[src/rss_pkg.sv]
`timescale 1ns / 1ps
// ----------------------------------------------------------------------------
// rss_pkg
// Shared types, widths and the record ordering function for the record sorter.
// ----------------------------------------------------------------------------
package rss_pkg;

    localparam int SCORE_W = 10;
    localparam int NAME_W  = 32;

    typedef struct packed {
        logic [SCORE_W-1:0] score;
        logic [NAME_W-1:0]  name_high;
        logic [NAME_W-1:0]  name_low;
        logic               final_record;
    } t_in_item;

    typedef struct packed {
        logic [SCORE_W-1:0] out_score;
        logic [NAME_W-1:0]  out_name_high;
        logic [NAME_W-1:0]  out_name_low;
        logic               end_of_run;
        logic               records_dropped;
    } t_out_item;

    typedef struct packed {
        logic [SCORE_W-1:0] score;
        logic [NAME_W-1:0]  name_high;
        logic [NAME_W-1:0]  name_low;
    } t_record;

    // controller -> datapath
    typedef struct packed {
        logic insert;
        logic shift_out;
    } t_dp_cmd;

    // controller -> output flags
    typedef struct packed {
        logic valid;
        logic last;
        logic dropped;
    } t_emit_stat;

    typedef enum logic [1:0] {
        ST_IDLE = 2'b01,
        ST_EMIT = 2'b10
    } t_state;

    // true when record a must come out before record b
    function automatic logic goes_before(input t_record a, input t_record b);
        logic res;
        if (a.score != b.score) begin
            res = a.score > b.score;
        end else if (a.name_high != b.name_high) begin
            res = a.name_high < b.name_high;
        end else begin
            res = a.name_low < b.name_low;
        end
        return res;
    endfunction

endpackage

[src/rss_ctrl.sv]
`timescale 1ns / 1ps
// ----------------------------------------------------------------------------
// rss_ctrl
// Load/emit sequencer: record count, overflow flag and unload countdown.
// ----------------------------------------------------------------------------
module rss_ctrl
    import rss_pkg::*;
#(
    parameter int MAX_RECORDS = 64,
    parameter int CNT_W       = $clog2(MAX_RECORDS + 1)
) (
    input  logic             i_clk,
    input  logic             i_rst_n,
    input  logic             i_start,
    input  logic             i_final,
    output logic             o_busy,
    output t_dp_cmd          o_cmd,
    output logic [CNT_W-1:0] o_count,
    output t_emit_stat       o_stat
);

    localparam logic [CNT_W-1:0] CNT_MAX = CNT_W'(MAX_RECORDS);
    localparam logic [CNT_W-1:0] CNT_ONE = CNT_W'(1);

    t_state           r_state, n_state;
    logic [CNT_W-1:0] r_count, n_count;
    logic             r_ovf, n_ovf;
    logic             w_accept;
    logic             w_room;

    assign w_accept = i_start && (r_state == ST_IDLE);
    assign w_room   = r_count < CNT_MAX;

    always_comb begin
        n_state = r_state;
        n_count = r_count;
        n_ovf   = r_ovf;
        o_cmd   = '0;
        case (r_state)
            ST_IDLE: begin
                if (w_accept) begin
                    if (w_room) begin
                        o_cmd.insert = 1'b1;
                        n_count      = r_count + CNT_ONE;
                    end else begin
                        n_ovf = 1'b1;
                    end
                    if (i_final) begin
                        n_state = ST_EMIT;
                    end
                end
            end
            ST_EMIT: begin
                // count doubles as the number of items left to unload
                o_cmd.shift_out = 1'b1;
                n_count         = r_count - CNT_ONE;
                if (r_count == CNT_ONE) begin
                    n_state = ST_IDLE;
                    n_ovf   = 1'b0;
                end
            end
            default: begin
                n_state = ST_IDLE;
            end
        endcase
    end

    always_ff @(posedge i_clk) begin
        if (!i_rst_n) begin
            r_state <= ST_IDLE;
            r_count <= '0;
            r_ovf   <= 1'b0;
        end else begin
            r_state <= n_state;
            r_count <= n_count;
            r_ovf   <= n_ovf;
        end
    end

    assign o_busy          = (r_state == ST_EMIT);
    assign o_count         = r_count;
    assign o_stat.valid    = (r_state == ST_EMIT);
    assign o_stat.last     = (r_state == ST_EMIT) && (r_count == CNT_ONE);
    assign o_stat.dropped  = r_ovf;

    a_count_max: assert property (@(posedge i_clk) disable iff (!i_rst_n)
        r_count <= CNT_MAX)
        else $error("record count above capacity");

    a_emit_nonempty: assert property (@(posedge i_clk) disable iff (!i_rst_n)
        (r_state == ST_EMIT) |-> (r_count != '0))
        else $error("unloading with no records");

    a_final_starts_emit: assert property (@(posedge i_clk) disable iff (!i_rst_n)
        (w_accept && i_final) |=> (r_state == ST_EMIT))
        else $error("final item did not start unload");

    a_last_ends_run: assert property (@(posedge i_clk) disable iff (!i_rst_n)
        o_stat.last |=> (r_state == ST_IDLE && r_count == '0 && !r_ovf))
        else $error("state not cleared after last item");

endmodule
[config.mk]
export PLATFORM = sky130hd
export DESIGN_NAME = rss_ctrl
export DESIGN_NICKNAME = d
export VERILOG_FILES = /design/src/rss_pkg.sv /design/src/rss_ctrl.sv
export SDC_FILE = /design/constraint.sdc
export NUM_CORES = 1
export LEC_CHECK = 0
export ABC_AREA = 1
export BUFFER_PORTS_ARGS = -buffer_cell sky130_fd_sc_hd__buf_2
export CORE_AREA = 2 2 40 42
export CTS_CLUSTER_SIZE = 10
export DETAILED_ROUTE_END_ITERATION = 6
export DIE_AREA = 0 0 42 44
export GPL_TIMING_DRIVEN = 0
export PLACE_DENSITY = 0.78
export SYNTH_ARGS = -nofsm -noshare
export SYNTH_HDL_FRONTEND = slang
export SYNTH_SLANG_ARGS = --single-unit
[constraint.sdc]
create_clock -name i_clk -period 1.5 [get_ports i_clk]
set_input_delay 0.225 -clock i_clk [delete_from_list [all_inputs] [get_ports i_clk]]
set_output_delay 0.225 -clock i_clk [all_outputs]
set_load 0.1 [all_outputs]
==> flow_summary_export.csv <==
group,metric,value,unit
run_status,status,"finished, violations left",
run_status,violations,"setup timing",
floorplanning,pin_count,17,
cells_and_area,fin_area,926,sq um
sta,skew,0.00513,ns
cells_and_area,mostFrequentLayoutCell,"nand2_1",
placed_design,port_buffers,16,
sta,setup-tns-final,-0.0609,ns
pwr,p_leak,0.000446,uW
cells_and_area,postLayoutCoreUtil,65.3,%
sta,rsz0062_at_grt,"yes",
floorplanning,die_width,42,um
global_routing,grt_pass1_vias,557,
floorplanning,die_area,1850,sq um
global_routing,grt_antenna_before_repair,0,
clock_tree,cts_root_buf,"clkbuf_4",
pwr,pwr_density_cell,743,nW/um^2
sta,layout_min_cycle_time,1.56,ns
cells_and_area,layout_common_cells,"24 x nand2_1, 13 x nor2_1, 11 x buf_2, 9 x buf_4, 7 x nand3_1",
synth,netlist_area,659,sq um
detailed_routing,vias,661,
sta,max_slew_margin,67.9,%
detailed_routing,drt_first_pass_iters,4,
clock_tree,clk_latency,0.27,ns
synth,synthCells,98,
global_routing,grt_max_degree,10,
detailed_routing,wirelength,1420,um
floorplanning,std_cell_rows,14,
floorplanning,core_area,1420,sq um
global_routing,grt_overflow,0,
placed_design,place_inst,130,
detailed_routing,route.antenna.remaining_nets,0,
clock_tree,cts_buffer_depth,2,
synth,yosysSeqAreaShare,30.4,%
clock_tree,cts_sinks,10,
detailed_routing,dr.first_iter.drc_count,18,
setup_path,path_class,"reg2out",
synth,yosysWarnings,0,
global_routing,grt_pass1_wl,2250,um
sta,fmax,641,MHz
cells_and_area,antenna_cells,0,
setup_path,critPathRequiredTime,1.27,ns
placed_design,gp_congestion,0.773,
clock_tree,path_clk_slew,0.07,ns
pwr,ir_worst_vdd,0.542,mV
detailed_routing,drc,0,
run,maxCapViolations,0,
detailed_routing,routedWlPerCell,10.3,um
setup_path,endpoint_kind,"output pin",
floorplanning,die_h,44,um
sta,hold_violations,0,
cells_and_area,layout-drive-gt1-share,44.3,%
sta,fin_crit_sh,104,%
sta,setup_viol,1,
synth,ys_types,22,
placed_design,hpwl,1040,um
cells_and_area,area_growth,40.4,%
min_path,hold_class,"in2reg",
clock_tree,cts_tree,"yes",
setup_path,crit_fanout,3,
setup_path,worst_path_max_delay_cell,"dfxtp_4",
cells_and_area,finalNetCount,130,
global_routing,track_usage,16.1,%
clock_tree,cts_buffers,3,
sta,postLayoutSetupSlackWorst,-0.0609,ns
detailed_routing,via_per_inst,4.79,
sta,final_max_slew_viol_count,0,
setup_path,cp.arrival,1.34,ns
setup_path,max_stage_delay,0.36,ns
setup_path,cp_cell_sequence,"inv_4 > ha_4 > nand4_1 > nor2_4 > buf_12",
clock_tree,postCtsHoldBufs,0,
clock_tree,htree_levels,1,
placed_design,placed_cell_area,803,sq um
sta,worst_pin_slew,0.485,ns
synth,synth_seq_cells,10,
synth,syn-mean-instance-area,6.73,sq um
setup_path,worstSetupStartpointType,"flip-flop",
floorplanning,start_util,46.5,%
synth,syn_nets,105,
cells_and_area,instances_no_fill,138,
==> where the power goes <==
part           internal (uW)  switching (uW)
Clock                    103            99.2
Sequential               272            15.6
Combinational           62.1             136
Total                    437             251
==> worst paths after layout <==
check	from	end	slack, ns	cells after the start
max reg2reg	o_count[0]	o_count[6]	0.10	9
max	o_count[1]	o_stat[1]	-0.06	5
min	i_rst_n	o_count[5]	0.24	3
min reg2reg	o_count[5]	o_count[5]	0.53	2
==> registers in the layout (all words and copies together), names as in the netlist <==
name	count
r_ovf	1
r_state	2
o_count	7
==> through the flow <==
step,total power (uW),hold slack (ns),worst slack (ns)
floorplan,437,0.338,-0.143
global placement,465,0.502,-0.0203
detailed placement,467,0.504,-0.0298
CTS,673,0.232,-0.0970
global route,717,0.258,-0.119
finish,688,0.241,-0.0609
==> cell usage after synthesis (all sizes together) <==
| library cell | n | share of area (%) |
|---|---|---|
| nand2 | 26 | 16 |
| nor2 | 18 | 11 |
| inv | 13 | 7.8 |
| dfxtp | 10 | 30 |
| nand3 | 8 | 6.8 |
| a21oi | 7 | 5.9 |
| buf | 4 | 5.1 |
| o21ai | 4 | 4.7 |
| ha | 3 | 5.7 |
| nand4 | 2 | 1.9 |
| xor2 | 2 | 2.7 |
| xnor2 | 1 | 1.3 |
==> worst max-delay path, delay by kind of cell (launching register included) <==
family,cells,cell delay (ns)
DFF,1,0.36
adders and majority gates,1,0.11
and+or+nand+nor,2,0.35
buffers and inverters,2,0.24
==> kinds of logic (layout without fill, tap and decap cells) <==
| kind of cell | Yosys count | count (layout) | share of synthesized area [%] |
|---|---|---|---|
| adders and majority gates | 3 | 3 | 5.69 |
| and+or+nand+nor | 54 | 54 | 36.4 |
| buffers and inverters | 17 | 41 | 12.9 |
| xor gates and xnor gates | 3 | 3 | 3.99 |
| AOI/OAI and AO/OA | 11 | 11 | 10.6 |
| DFF | 10 | 10 | 30.4 |
==> layer usage <==
| metal | wire length (um) | part of all wire (%) | GRT usage [%] | vias to the layer above |
|---|---|---|---|---|
| met4 | 10 | 0.70 | 9.68 | 0 |
| met1 | 645 | 45 | 20.5 | 283 |
| met2 | 682 | 48 | 25.6 | 23 |
| li1 | - | - | - | 353 |
| met3 | 79 | 5.6 | 2.92 | 2 |
| met5 | 0 | 0 | 0 | - |
==> area by class of cell <==
class	instances	area, sq um
Inverter	13	53.8
Tap cell	16	20.0
Multi-Input combinational cell	71	413
Timing Repair Buffer	21	170
Sequential cell	10	220
Clock buffer	4	26.3
Buffer	3	22.5
Fill cell	119	493
==> timing repair <==
item	in CTS	in global routing
pin swaps	1	3
buffers inserted	0	5
resized for setup	11	9
setup endpoints to repair	5	5
No activity file was read; power rests on OpenSTA's default activity.
